### config.mk
export PLATFORM = sky130hd
export DESIGN_NAME = nested_tlv_message_parser
export DESIGN_NICKNAME = d
export VERILOG_FILES = /design/src/design/tlvp_pkg.sv /design/src/design/tlvp_queue.sv /design/src/design/tlvp_front.sv /design/src/design/tlvp_back.sv /design/src/design/nested_tlv_message_parser.sv
export SDC_FILE = /design/constraint.sdc
export NUM_CORES = 1
export LEC_CHECK = 0
export ABC_AREA = 1
export BUFFER_PORTS_ARGS = -buffer_cell sky130_fd_sc_hd__buf_2
export CAP_MARGIN = 10
export CORE_AREA = 3 3 79 155
export DETAILED_ROUTE_END_ITERATION = 10
export DIE_AREA = 0 0 82 158
export PLACE_DENSITY_LB_ADDON = 0.2
export SLEW_MARGIN = 20
export SYNTH_ARGS = -nofsm -noshare
export SYNTH_HDL_FRONTEND = slang
export SYNTH_SLANG_ARGS = --single-unit
### constraint.sdc
create_clock -name clk -period 2.4 [get_ports clk]
set_input_delay 0.48 -clock clk [delete_from_list [all_inputs] [get_ports clk]]
set_output_delay 0.48 -clock clk [all_outputs]
set_load 0.005 [all_outputs]
### src/design/tlvp_pkg.sv
package tlvp_pkg;

    localparam int MAX_DEPTH_DEFAULT   = 15;
    localparam int QUEUE_DEPTH_DEFAULT = 2;

    // parser phases, which double as byte roles
    localparam logic [2:0] PH_TYPE = 3'd0;
    localparam logic [2:0] PH_NLEN = 3'd1;
    localparam logic [2:0] PH_NAME = 3'd2;
    localparam logic [2:0] PH_LHI  = 3'd3;
    localparam logic [2:0] PH_LLO  = 3'd4;
    localparam logic [2:0] PH_VAL  = 3'd5;
    localparam logic [2:0] ROLE_IGNORED = 3'd6;

    // element type codes
    localparam logic [2:0] KIND_NONE      = 3'd0;
    localparam logic [2:0] KIND_SEC_START = 3'd1;
    localparam logic [2:0] KIND_SEC_END   = 3'd2;
    localparam logic [2:0] KIND_KEY_VALUE = 3'd3;
    localparam logic [2:0] KIND_LIST_START = 3'd4;
    localparam logic [2:0] KIND_LIST_ITEM = 3'd5;
    localparam logic [2:0] KIND_LIST_END  = 3'd6;
    localparam logic [2:0] KIND_END       = 3'd7;

    // error codes
    localparam logic [2:0] ERR_NONE        = 3'd0;
    localparam logic [2:0] ERR_CONTEXT     = 3'd1;
    localparam logic [2:0] ERR_UNKNOWN     = 3'd2;
    localparam logic [2:0] ERR_UNPRINTABLE = 3'd3;
    localparam logic [2:0] ERR_TRUNCATED   = 3'd4;
    localparam logic [2:0] ERR_OVERFLOW    = 3'd5;

    localparam logic [3:0] DEPTH_LIMIT = 4'd15;

    // classified request from the front end
    typedef struct packed {
        logic [7:0] data;
        logic       last;
        logic       known;      // 1..7
        logic       printable;  // 0x20..0x7E
        logic       list_type;  // list item or list end
    } tlvp_item_t;

    typedef struct packed {
        logic [2:0] element_kind;
        logic [2:0] byte_role;
        logic [7:0] byte_out;
        logic [3:0] nest_depth;
        logic       inside_list;
        logic       element_end;
        logic       message_end;
        logic [2:0] error_code;
    } tlvp_result_t;

    // handshake between the back end and its two queues
    typedef struct packed {
        logic take;  // pop from item queue
        logic give;  // push to result queue
    } tlvp_ctrl_t;

endpackage

### src/design/tlvp_queue.sv
module tlvp_queue #(
    parameter int WIDTH = 8,
    parameter int DEPTH = 2
) (
    input  logic             clk,
    input  logic             rst_n,
    input  logic             wr_en,
    input  logic [WIDTH-1:0] wr_data,
    input  logic             rd_en,
    output logic [WIDTH-1:0] rd_data,
    output logic             full,
    output logic             empty
);
    localparam int PTR_W = (DEPTH > 1) ? $clog2(DEPTH) : 1;
    localparam int CNT_W = $clog2(DEPTH + 1);
    localparam logic [PTR_W-1:0] PTR_LAST = PTR_W'(DEPTH - 1);
    localparam logic [CNT_W-1:0] CNT_FULL = CNT_W'(DEPTH);

    logic [WIDTH-1:0] slot_reg [DEPTH];
    logic [PTR_W-1:0] wr_ptr_reg, wr_ptr_next;
    logic [PTR_W-1:0] rd_ptr_reg, rd_ptr_next;
    logic [CNT_W-1:0] count_reg, count_next;
    logic             do_wr, do_rd;

    assign full    = (count_reg == CNT_FULL);
    assign empty   = (count_reg == '0);
    assign do_wr   = wr_en && !full;
    assign do_rd   = rd_en && !empty;
    assign rd_data = slot_reg[rd_ptr_reg];

    always_comb
    begin
        wr_ptr_next = wr_ptr_reg;
        rd_ptr_next = rd_ptr_reg;
        count_next  = count_reg;
        if (do_wr)
        begin
            wr_ptr_next = (wr_ptr_reg == PTR_LAST) ? '0 : wr_ptr_reg + 1'b1;
        end
        if (do_rd)
        begin
            rd_ptr_next = (rd_ptr_reg == PTR_LAST) ? '0 : rd_ptr_reg + 1'b1;
        end
        if (do_wr && !do_rd)
        begin
            count_next = count_reg + 1'b1;
        end
        else if (do_rd && !do_wr)
        begin
            count_next = count_reg - 1'b1;
        end
    end

    always_ff @(posedge clk or negedge rst_n)
    begin
        if (!rst_n)
        begin
            wr_ptr_reg <= '0;
            rd_ptr_reg <= '0;
            count_reg  <= '0;
        end
        else
        begin
            wr_ptr_reg <= wr_ptr_next;
            rd_ptr_reg <= rd_ptr_next;
            count_reg  <= count_next;
        end
    end

    always_ff @(posedge clk)
    begin
        if (do_wr)
        begin
            slot_reg[wr_ptr_reg] <= wr_data;
        end
    end

endmodule

### src/design/tlvp_front.sv
module tlvp_front (
    input  logic                [7:0] data_byte,
    input  logic                      last_byte,
    output tlvp_pkg::tlvp_item_t      item
);
    import tlvp_pkg::*;

    // stateless byte classification
    always_comb
    begin
        item.data      = data_byte;
        item.last      = last_byte;
        item.known     = (data_byte >= 8'd1) && (data_byte <= 8'd7);
        item.printable = (data_byte >= 8'h20) && (data_byte <= 8'h7E);
        item.list_type = (data_byte == {5'd0, KIND_LIST_ITEM}) ||
                         (data_byte == {5'd0, KIND_LIST_END});
    end

endmodule

### src/design/tlvp_back.sv
module tlvp_back #(
    parameter int MAX_DEPTH = tlvp_pkg::MAX_DEPTH_DEFAULT
) (
    input  logic                   clk,
    input  logic                   rst_n,
    input  tlvp_pkg::tlvp_item_t   item,
    input  logic                   item_ready,
    input  logic                   result_room,
    output tlvp_pkg::tlvp_ctrl_t   ctrl,
    output tlvp_pkg::tlvp_result_t result
);
    import tlvp_pkg::*;

    localparam logic [7:0] MAX_D = 8'(MAX_DEPTH);

    logic [2:0]  phase_reg, phase_next;
    logic [2:0]  kind_reg, kind_next;
    logic [15:0] left_reg, left_next;
    logic [7:0]  lhigh_reg, lhigh_next;
    logic [3:0]  depth_reg, depth_next;
    logic        list_reg, list_next;
    logic        halted_reg, halted_next;

    logic        fire;
    logic        ctx_ok;
    logic        name_end;
    logic [15:0] left_dec;
    logic [7:0]  b;

    assign fire         = item_ready && result_room;
    assign ctrl.take    = fire;
    assign ctrl.give    = fire;
    assign b            = item.data;
    assign left_dec     = left_reg - 16'd1;

    always_comb
    begin
        ctx_ok = list_reg ? item.list_type : !item.list_type;
        if ((b == {5'd0, KIND_SEC_END}) && (depth_reg == 4'd0))
        begin
            ctx_ok = 1'b0;
        end
        if ((b == {5'd0, KIND_END}) && ((depth_reg != 4'd0) || list_reg))
        begin
            ctx_ok = 1'b0;
        end
    end

    always_comb
    begin
        phase_next  = phase_reg;
        kind_next   = kind_reg;
        left_next   = left_reg;
        lhigh_next  = lhigh_reg;
        depth_next  = depth_reg;
        list_next   = list_reg;
        halted_next = halted_reg;
        name_end    = 1'b0;

        result.element_kind = KIND_NONE;
        result.byte_role    = ROLE_IGNORED;
        result.byte_out     = b;
        result.element_end  = 1'b0;
        result.message_end  = item.last;
        result.error_code   = ERR_NONE;

        if (!halted_reg)
        begin
            result.byte_role    = phase_reg;
            result.element_kind = kind_reg;
            case (phase_reg)
                PH_TYPE:
                begin
                    result.element_kind = item.known ? b[2:0] : KIND_NONE;
                    if (!ctx_ok)
                    begin
                        result.error_code = ERR_CONTEXT;
                    end
                    else if (!item.known)
                    begin
                        result.error_code = ERR_UNKNOWN;
                    end
                    else if ((b[2:0] == KIND_SEC_START) &&
                             (({4'd0, depth_reg} >= MAX_D) || (depth_reg >= DEPTH_LIMIT)))
                    begin
                        result.error_code = ERR_OVERFLOW;
                    end
                    else
                    begin
                        kind_next = b[2:0];
                        case (b[2:0])
                            KIND_SEC_START, KIND_KEY_VALUE, KIND_LIST_START:
                            begin
                                phase_next = PH_NLEN;
                            end
                            KIND_LIST_ITEM:
                            begin
                                phase_next = PH_LHI;
                            end
                            KIND_SEC_END:
                            begin
                                depth_next         = depth_reg - 4'd1;
                                result.element_end = 1'b1;
                            end
                            KIND_LIST_END:
                            begin
                                list_next          = 1'b0;
                                result.element_end = 1'b1;
                            end
                            default:
                            begin
                                result.message_end = 1'b1;
                                halted_next        = 1'b1;
                                result.element_end = 1'b1;
                            end
                        endcase
                    end
                end
                PH_NLEN:
                begin
                    left_next = {8'd0, b};
                    if (b == 8'd0)
                    begin
                        name_end = 1'b1;
                    end
                    else
                    begin
                        phase_next = PH_NAME;
                    end
                end
                PH_NAME:
                begin
                    if (!item.printable)
                    begin
                        result.error_code = ERR_UNPRINTABLE;
                    end
                    else
                    begin
                        left_next = left_dec;
                        name_end  = (left_dec == 16'd0);
                    end
                end
                PH_LHI:
                begin
                    lhigh_next = b;
                    phase_next = PH_LLO;
                end
                PH_LLO:
                begin
                    left_next = {lhigh_reg, b};
                    if ({lhigh_reg, b} == 16'd0)
                    begin
                        phase_next         = PH_TYPE;
                        result.element_end = 1'b1;
                    end
                    else
                    begin
                        phase_next = PH_VAL;
                    end
                end
                default:
                begin
                    left_next = left_dec;
                    if (left_dec == 16'd0)
                    begin
                        phase_next         = PH_TYPE;
                        result.element_end = 1'b1;
                    end
                end
            endcase

            // name complete: key-value moves on to its value
            if (name_end)
            begin
                if (kind_reg == KIND_KEY_VALUE)
                begin
                    phase_next = PH_LHI;
                end
                else
                begin
                    phase_next         = PH_TYPE;
                    result.element_end = 1'b1;
                    if (kind_reg == KIND_SEC_START)
                    begin
                        if (depth_reg < DEPTH_LIMIT)
                        begin
                            depth_next = depth_reg + 4'd1;
                        end
                    end
                    else if (kind_reg == KIND_LIST_START)
                    begin
                        list_next = 1'b1;
                    end
                end
            end

            if ((result.error_code == ERR_NONE) && item.last && (phase_next != PH_TYPE))
            begin
                result.error_code = ERR_TRUNCATED;
            end
            if (result.error_code != ERR_NONE)
            begin
                halted_next = 1'b1;
            end
        end

        result.nest_depth  = depth_next;
        result.inside_list = list_next;
    end

    always_ff @(posedge clk or negedge rst_n)
    begin
        if (!rst_n)
        begin
            phase_reg  <= PH_TYPE;
            kind_reg   <= KIND_NONE;
            left_reg   <= '0;
            lhigh_reg  <= '0;
            depth_reg  <= '0;
            list_reg   <= 1'b0;
            halted_reg <= 1'b0;
        end
        else if (fire)
        begin
            if (item.last)
            begin
                phase_reg  <= PH_TYPE;
                kind_reg   <= KIND_NONE;
                left_reg   <= '0;
                lhigh_reg  <= '0;
                depth_reg  <= '0;
                list_reg   <= 1'b0;
                halted_reg <= 1'b0;
            end
            else
            begin
                phase_reg  <= phase_next;
                kind_reg   <= kind_next;
                left_reg   <= left_next;
                lhigh_reg  <= lhigh_next;
                depth_reg  <= depth_next;
                list_reg   <= list_next;
                halted_reg <= halted_next;
            end
        end
    end

endmodule

### src/design/nested_tlv_message_parser.sv
// Nested TLV message parser: one result per message byte.
// Input side is a queue write port: a request (data_byte, last_byte) is taken at
//   a rising edge with push high and full low. last_byte marks the final byte.
// Result side is a queue read port: while empty is low the oldest result sits on
//   the result ports; it is taken at a rising edge with pop high.
// A taken byte waits in the item queue; the back end parses it and registers its
//   result into the result queue. Throughput: one byte per cycle sustained
//   while bytes arrive and results are popped; the back end parser update sets the rate.
// Structure: a front end classifies each byte and writes it into a small item
//   queue; the back end pops it, runs the parser and writes the result queue.
//   Each queue holds QUEUE_DEPTH entries.
// When pop stays low the result queue fills, the back end stops, then the item
//   queue fills and full rises; nothing is dropped.
// Reset empties both queues and returns the parser to "expect type byte" with
//   zero depth and no list open. The parser also returns there after every byte
//   flagged last_byte.
module nested_tlv_message_parser #(
    parameter int MAX_DEPTH   = tlvp_pkg::MAX_DEPTH_DEFAULT,
    parameter int QUEUE_DEPTH = tlvp_pkg::QUEUE_DEPTH_DEFAULT
) (
    input  logic       clk,
    input  logic       rst_n,
    input  logic       push,
    output logic       full,
    input  logic [7:0] data_byte,
    input  logic       last_byte,
    output logic       empty,
    input  logic       pop,
    output logic [2:0] element_kind,
    output logic [2:0] byte_role,
    output logic [7:0] byte_out,
    output logic [3:0] nest_depth,
    output logic       inside_list,
    output logic       element_end,
    output logic       message_end,
    output logic [2:0] error_code
);
    import tlvp_pkg::*;

    tlvp_item_t   front_item;
    tlvp_item_t   queued_item;
    tlvp_result_t back_result;
    tlvp_result_t head_result;
    tlvp_ctrl_t   back_ctrl;
    logic         item_empty;
    logic         result_full;

    // byte classification
    tlvp_front u_front (
        .data_byte (data_byte),
        .last_byte (last_byte),
        .item      (front_item)
    );

    // decouples input requests from the parser
    tlvp_queue #(
        .WIDTH ($bits(tlvp_item_t)),
        .DEPTH (QUEUE_DEPTH)
    ) u_item_q (
        .clk     (clk),
        .rst_n   (rst_n),
        .wr_en   (push),
        .wr_data (front_item),
        .rd_en   (back_ctrl.take),
        .rd_data (queued_item),
        .full    (full),
        .empty   (item_empty)
    );

    // parser state machine
    tlvp_back #(
        .MAX_DEPTH (MAX_DEPTH)
    ) u_back (
        .clk         (clk),
        .rst_n       (rst_n),
        .item        (queued_item),
        .item_ready  (!item_empty),
        .result_room (!result_full),
        .ctrl        (back_ctrl),
        .result      (back_result)
    );

    // results wait here for the receiver
    tlvp_queue #(
        .WIDTH ($bits(tlvp_result_t)),
        .DEPTH (QUEUE_DEPTH)
    ) u_result_q (
        .clk     (clk),
        .rst_n   (rst_n),
        .wr_en   (back_ctrl.give),
        .wr_data (back_result),
        .rd_en   (pop),
        .rd_data (head_result),
        .full    (result_full),
        .empty   (empty)
    );

    assign element_kind = head_result.element_kind;
    assign byte_role    = head_result.byte_role;
    assign byte_out     = head_result.byte_out;
    assign nest_depth   = head_result.nest_depth;
    assign inside_list  = head_result.inside_list;
    assign element_end  = head_result.element_end;
    assign message_end  = head_result.message_end;
    assign error_code   = head_result.error_code;

endmodule

==> impl_metrics.env, run 1 <==
export IMPL_status="finished, violations left"
export IMPL_violations="negative setup slack"
export IMPL_cp_depth=18
export IMPL_cp_num_buf_inv=3
export IMPL_drive_gt1_share_pct=25.8
export IMPL_grt_max_degree=45
export IMPL_clockBufferDepth=2
export IMPL_fin_skew_ns=0.0115
export IMPL_nets=809
export IMPL_fin_hold_ws_ns=0.142
export IMPL_synth_top_family_by_area="simple AND/OR/NAND/NOR gates"
export IMPL_drtIter0Drc=343
export IMPL_tightest_slew_ns=0.598
export IMPL_r2r_end="u_back.halted_reg$_DFFE_PN0P_"
export IMPL_critPathMaxStageDelay_ns=0.40
export IMPL_synth_area_leader_cell="edfxtp_1"
export IMPL_maxSlewViolCount=0
export IMPL_grt_usage_pct=26.8
export IMPL_yosys_top_cells_area="edfxtp_1 (36%), dfrtp_1 (18%), nand2_1 (12%), inv_1 (5.5%), nor2_1 (4.2%)"
export IMPL_cts_buffers=17
export IMPL_seqCellArea_mm2=0.00326
export IMPL_synth_commonest_cells="nand2_1 (193), inv_1 (89), edfxtp_1 (72), nor2_1 (68), dfrtp_1 (44)"
export IMPL_reg2reg_setup_slack_ns=-0.06
export IMPL_clk_latency_ns=0.41
export IMPL_ys_ff_latch=116
export IMPL_fp_dieH_um=158
export IMPL_finalCritPeriodShare_pct=103
export IMPL_drc=0
export IMPL_startpoint_type="flop"
export IMPL_finalWorstSetupSlack_ns=-0.0601
export IMPL_fillers=900
export IMPL_largest_register_ff_count=48
export IMPL_path_delay_family="simple AND/OR/NAND/NOR gates"
export IMPL_synthArstFlopShare_pct=37.9
export IMPL_clockRootBuffer="clkbuf_16"
export IMPL_tns_ns=-0.294
export IMPL_critPathLaunch="u_back.left_reg[3]$_DFFE_PN0P_"
export IMPL_ir_drop_v=0.00101
export IMPL_fin_total_pwr_w=0.0128
export IMPL_critPathSlowestCell="dfrtp_1"
export IMPL_cts_tree="done"
export IMPL_ios=39
export IMPL_routedWlPerCell_um=16.8
export IMPL_min_path_type="in2async"
export IMPL_postLayoutCellArea_mm2=0.00751
export IMPL_hold_viol=0
export IMPL_rows=54
export IMPL_finalWeightedCongestion=0.964
export IMPL_grt_pass1_vias=5139
export IMPL_dpl_hpwl_um=11900
export IMPL_area_growth_syn_to_layout_pct=24.7
export IMPL_initial_core_util_pct=54.4
export IMPL_yosysWarnings=0
export IMPL_synthSimpleGateAreaFrac_pct=24.4
export IMPL_timing_final_crit_period_ns=2.46
export IMPL_syn_inst=685
export IMPL_yosys_mux_area_fraction_pct=0.166
export IMPL_clock_sinks=116
export IMPL_required_ns=2.67
export IMPL_synth_distinct_cells=44
export IMPL_core_area_mm2=0.0111
export IMPL_synth_area_mm2=0.00603
export IMPL_ys_flop_type="edfxtp_1"
export IMPL_grt_ovfl_total=0
export IMPL_synth_edff_count=72
export IMPL_grt_setup_unrepaired="true"
export IMPL_ant_nets=0
export IMPL_synth_avg_cell_area_um2=8.80
export IMPL_fmax_mhz=406
export IMPL_drt_pass1_iterations=7
export IMPL_path_clk_slew_ns=0.06
export IMPL_grt_pass1_wl_um=25400
export IMPL_rr_startpoint="u_back.left_reg[3]$_DFFE_PN0P_"
export IMPL_multiInputGateArea_mm2=0.00245
export IMPL_place_area_mm2=0.00671
export IMPL_setup_violations=9
export IMPL_path_cells="buf_6 -> nor2_4 -> nand2_4 -> nor2_4 -> nand2_2 -> o21ai_1 -> nor2_4 -> nand3_2 -> nand2_4 -> inv_4 -> buf_4 -> nand2_1 -> nand2_1 -> nand3_1 -> nand2_1 -> nand3_1 -> nand2_1 -> a21oi_2"
export IMPL_finalWirelength_um=15900
export IMPL_die_w_um=82
export IMPL_end_kind="flop"
export IMPL_path_class="reg2reg"
export IMPL_path_common_cell="nand2_1"
export IMPL_endpoint="u_back.halted_reg$_DFFE_PN0P_"
export IMPL_antenna_found_initial=0
export IMPL_drv_cap=0
export IMPL_p_leak_nw=3.45
export IMPL_cp_max_fo=4
export IMPL_dieArea_mm2=0.0130
export IMPL_slew_headroom_pct=60.1
export IMPL_yosys_area_share_adder_pct=1.45
export IMPL_worstRegToRegCells=18
export IMPL_via_per_inst=5.35
export IMPL_ys_seq_area_share_pct=54.2
export IMPL_port_buffers=38
export IMPL_synth_compound_area_share_pct=10.2
export IMPL_synth_xor_area_share_pct=2.33
export IMPL_yosysMostFrequentCell="nand2_1"
export IMPL_arrival_ns=2.73
export IMPL_htreeDepth=4
export IMPL_postCtsHoldBufs=0
export IMPL_diodes=0
export IMPL_dpl_worst_slack_ns=-0.151
export IMPL_via_count=5035
export IMPL_power_density_mw_per_mm2=1700
export IMPL_synth_top_area_share_pct=35.9
export IMPL_synth_nets=705
layer usage:
metal | global-route usage (%) | up-vias | part of all wire [%] | wire (µm)
met5 | 0 | - | 0 | 0
met4 | 15.2 | 0 | 5.2 | 832
met3 | 4.84 | 55 | 3.8 | 610
met2 | 50.3 | 167 | 56 | 8930
met1 | 26.3 | 2355 | 35 | 5490
li1 | - | 2458 | - | -
metrics by stage:
step           util, %  std cells
6_report          67.8        942
5_1_grt           67.8        942
4_1_cts           66.8        937
3_5_place_dp      60.5        899
3_3_place_gp      60.5        899
2_1_floorplan        -        685
what timing repair did:
action,CTS,global route
gates resized for setup,20,21
setup endpoints to repair,15,27
pin swaps,16,21
gates cloned,0,0
setup buffers,6,5
hold endpoints to repair,0,0
worst min-delay path by stage:
stage	end	slack, ns	cells after the start
3_5_place_dp	u_item_q.wr_ptr_reg$_DFFE_PN0P_	0.54	2
4_1_cts	u_back.left_reg[11]$_DFFE_PN0P_	0.17	2
6_report	u_back.left_reg[11]$_DFFE_PN0P_	0.14	2
5_1_grt	u_back.left_reg[11]$_DFFE_PN0P_	0.19	2
3_3_place_gp	u_item_q.wr_ptr_reg$_DFFE_PN0P_	0.50	2
2_1_floorplan	u_back.depth_reg[0]$_DFFE_PN0P_	0.18	0
where the power goes:
group | internal, W | total (W) | switching, W | leakage (nW)
sequential | 0.00315 | 0.00357 | 0.000416 | 1.26
combinational | 0.00257 | 0.00672 | 0.00415 | 1.91
clock | 0.00146 | 0.00246 | 0.00101 | 0.276
cell usage in the layout, fill, tap and decap left out, drive strengths merged, types with 2 or more instances in the layout:
cell	Yosys	routed
nor2	80	80
xnor2	3	3
clkinvlp	0	3
inv	97	104
clkinv	1	4
o22ai	21	21
o21a	2	2
nand4	6	6
ha	7	7
a22oi	6	6
nand2	201	201
nand3	33	33
xor2	13	13
dfrtp	44	44
clkbuf	8	18
o21ai	43	43
nor3	14	14
edfxtp	72	72
a21oi	17	17
o211ai	2	2
buf	6	99
layout make-up:
cell class	instances	share of cell area (%)
Clock inverter	14	1.90
Timing Repair Buffer	99	8.99
Sequential cell	116	43.4
Clock buffer	18	5.71
Tap cell	140	2.33
Inverter	98	5.01
Multi-Input combinational cell	457	32.6
cell families after synthesis:
kind of cell	after synthesis
buffers and inverters	112
multiplexers	1
adder cells (fa/ha/maj)	7
flip-flops	116
AND/OR/NAND/NOR	336
AO/OA/AOI/OAI	97
XOR/XNOR	16
Note: power is estimated with default switching activity, not from simulation.
==> run 2: changes to the inputs <==
CORE_AREA = 3 3 77 152   (was 3 3 79 155)
CTS_BUF_LIST = sky130_fd_sc_hd__clkbuf_2   (was unset)
DIE_AREA = 0 0 80 155   (was 0 0 82 158)
clock period = 2.1 ns   (was 2.4 ns; I/O delays follow)
==> run 2 against run 1 <==
  * Largest power group unchanged
  * Utilization increased by 8.5 points
  * Largest cell class unchanged
  * The flow still finishes with violations (negative setup slack)
  * Clock power fell by 35%
  * Via count is 5.5% higher
  * Global-route usage increased by 0.33 points
  * Critical path type unchanged
  * First-iteration DRC count down 12%
  * Die area shrank 4.3%
  * Critical path depth shrank 2
  * Sequential share of layout area is 3.1 points lower
==> impl_metrics.env, run 2 (synthesis gave the netlist of run 1 again) <==
export IMPL_maxSlewViolCount=0
export IMPL_p_sw_w=0.00673
export IMPL_grt_util_met3_pct=5.79
export IMPL_port_buffers=38
export IMPL_grt_use_met1_pct=26.7
export IMPL_setup_violations=34
export IMPL_violations="negative setup slack"
export IMPL_clockRootBuffer="clkbuf_2"
export IMPL_initial_core_util_pct=56.8
export IMPL_ios=39
export IMPL_dieArea_mm2=0.0124
export IMPL_grt_pass1_vias=5189
export IMPL_die_w_um=80
export IMPL_slew_headroom_pct=70.8
export IMPL_arrival_ns=2.93
export IMPL_largest_register_ff_count=48
export IMPL_htreeDepth=4
export IMPL_nets=873
export IMPL_fp_dieH_um=155
export IMPL_seqCellArea_mm2=0.00327
export IMPL_drive_gt1_share_pct=35.6
export IMPL_clock_sinks=116
export IMPL_core_area_mm2=0.0106
export IMPL_fin_total_pwr_w=0.0149
export IMPL_ant_nets=0
export IMPL_drv_cap=0
export IMPL_min_path_type="in2reg"
export IMPL_power_frac_clock_pct=10.6
export IMPL_grt_max_degree=28
export IMPL_critPathMaxStageDelay_ns=0.45
export IMPL_postLayoutCellArea_mm2=0.00809
export IMPL_place_area_mm2=0.00708
export IMPL_via_per_inst=5.29
export IMPL_antenna_found_initial=1
export IMPL_finalWeightedCongestion=1.01
export IMPL_grt_usage_pct=27.1
export IMPL_cts_tree="done"
export IMPL_fmax_mhz=403
export IMPL_grt_setup_unrepaired="true"
export IMPL_use_met2_pct=49.1
export IMPL_timing_final_crit_period_ns=2.48
export IMPL_critPathSlowestCell="dfrtp_1"
export IMPL_clockBufferDepth=2
export IMPL_power_frac_seq_pct=27.2
export IMPL_via_count=5312
export IMPL_finalCritPeriodShare_pct=118
export IMPL_path_clk_slew_ns=0.19
export IMPL_grt_busiest_layer="met2"
export IMPL_placed_cells=942
export IMPL_dpl_hpwl_um=11800
export IMPL_path_delay_family="simple AND/OR/NAND/NOR gates"
export IMPL_grt_ovfl_total=0
export IMPL_final_common_cell="nand2_1"
export IMPL_hold_viol=0
export IMPL_clk_latency_ns=0.67
export IMPL_status="finished, violations left"
export IMPL_startpoint_type="flop"
export IMPL_cts_buffers=17
export IMPL_finalWorstSetupSlack_ns=-0.382
export IMPL_finalWirelength_um=16700
export IMPL_multiInputGateArea_mm2=0.00274
export IMPL_power_internal_w=0.00818
export IMPL_power_frac_comb_pct=62.2
export IMPL_area_growth_syn_to_layout_pct=34.3
export IMPL_tightest_slew_ns=0.438
export IMPL_fillers=754
export IMPL_power_density_mw_per_mm2=1840
export IMPL_layout_common_cells="nand2_1 (176), buf_4 (103), inv_1 (81), edfxtp_1 (72), nor2_1 (44)"
export IMPL_required_ns=2.55
export IMPL_cp_max_fo=4
export IMPL_stdcell_count=1004
export IMPL_ir_drop_v=0.00126
export IMPL_drt_pass1_iterations=6
export IMPL_cp_num_buf_inv=2
export IMPL_path_cells="nor2_2 -> nand2_1 -> nor2_1 -> nand2_1 -> xor2_2 -> nand2_2 -> nor2_4 -> nand3_2 -> nand2_4 -> inv_4 -> nor2_4 -> nand2_4 -> o211ai_1 -> nand3_2 -> nand2_2 -> inv_2"
export IMPL_path_class="reg2reg"
export IMPL_routedWlPerCell_um=16.7
export IMPL_grt_pass1_wl_um=25200
export IMPL_fin_skew_ns=0.0375
export IMPL_drc=0
export IMPL_swShare_pct=45.1
export IMPL_rows=53
export IMPL_end_kind="flop"
export IMPL_p_leak_nw=3.71
export IMPL_tns_ns=-7.69
export IMPL_drtIter0Drc=301
-- run 2: changes by cell type in the layout (fill, tap and decap cells not counted), sizes merged --
cell and delta:
bufinv +2, buf +51, clkinvlp +1, inv -5
clkbuf +2, clkinv +2, dlygate4sd3 +11, diode +1
-- run 2: final timing paths --
check / start / endpoint / slack [ns] / depth (start not counted)
hold reg to reg: u_item_q.wr_ptr_reg$_DFFE_PN0P_ / u_item_q.wr_ptr_reg$_DFFE_PN0P_ / 0.56 / 2
setup reg to reg: u_back.left_reg[7]$_DFFE_PN0P_ / u_result_q.slot_reg[0][7]$_DFFE_PP_ / -0.38 / 16
setup / recovery: u_back.left_reg[7]$_DFFE_PN0P_ / u_result_q.slot_reg[0][7]$_DFFE_PP_ / -0.38 / 16
max in group asynchronous: rst_n / u_back.left_reg[10]$_DFFE_PN0P_ / 0.92 / 4
min in group asynchronous: rst_n / u_item_q.rd_ptr_reg$_DFFE_PN0P_ / 0.60 / 3
hold / removal: pop / u_result_q.rd_ptr_reg$_DFFE_PN0P_ / 0.10 / 3
-- run 2: area by class of cell --
type | instances | share of cell area, %
sequential | 116 | 40.4
multi-input combinational | 457 | 33.8
timing repair buffer | 163 | 15.6
inverter | 98 | 4.78
clock inverter | 14 | 2.20
tap | 137 | 2.12
clock buffer | 18 | 1.11
antenna | 1 | 0.0309
-- run 2: tightest hold or removal path: cells and delay by family --
kind | cells | cell delay (ns)
compound gates | 1 | 0.14
buf+inv | 1 | 0.09
xor+xnor | 1 | 0.09
-- run 2: power groups by stage --
stage               logic (W)  registers [W]  clock network, W
floorplan             0.00460        0.00395                 0
global placement      0.00767        0.00401                 0
detailed placement    0.00781        0.00404                 0
CTS                   0.00828        0.00401           0.00161
global route           0.0102        0.00413           0.00172
finish                0.00926        0.00405           0.00159
-- run 2: metrics by stage --
| stage | hold WS [ns] | worst slack (ns) | util [%] |
|---|---|---|---|
| finish | 0.101 | -0.382 | 76.3 |
| global route | 0.0591 | -0.547 | 76.3 |
| CTS | 0.0105 | -0.272 | 72.3 |
| detailed placement | 0.241 | -0.306 | 66.7 |
| global placement | 0.239 | -0.295 | 66.7 |
| floorplan | 0.124 | -0.0505 | - |
-- run 2: repair_timing --
action	CTS	global route
setup endpoints to repair	62	80
pin swaps	12	25
cloned	1	2
resized for setup	40	77
hold buffers	10	1
endpoints found under the hold margin	62	1
setup buffers	4	11
-- run 2: routing by layer --
metal	up-vias	part of all wire, %
met4	0	7.0
met1	2460	33
li1	2585	-
met2	185	57
met5	-	0
met3	82	3.2
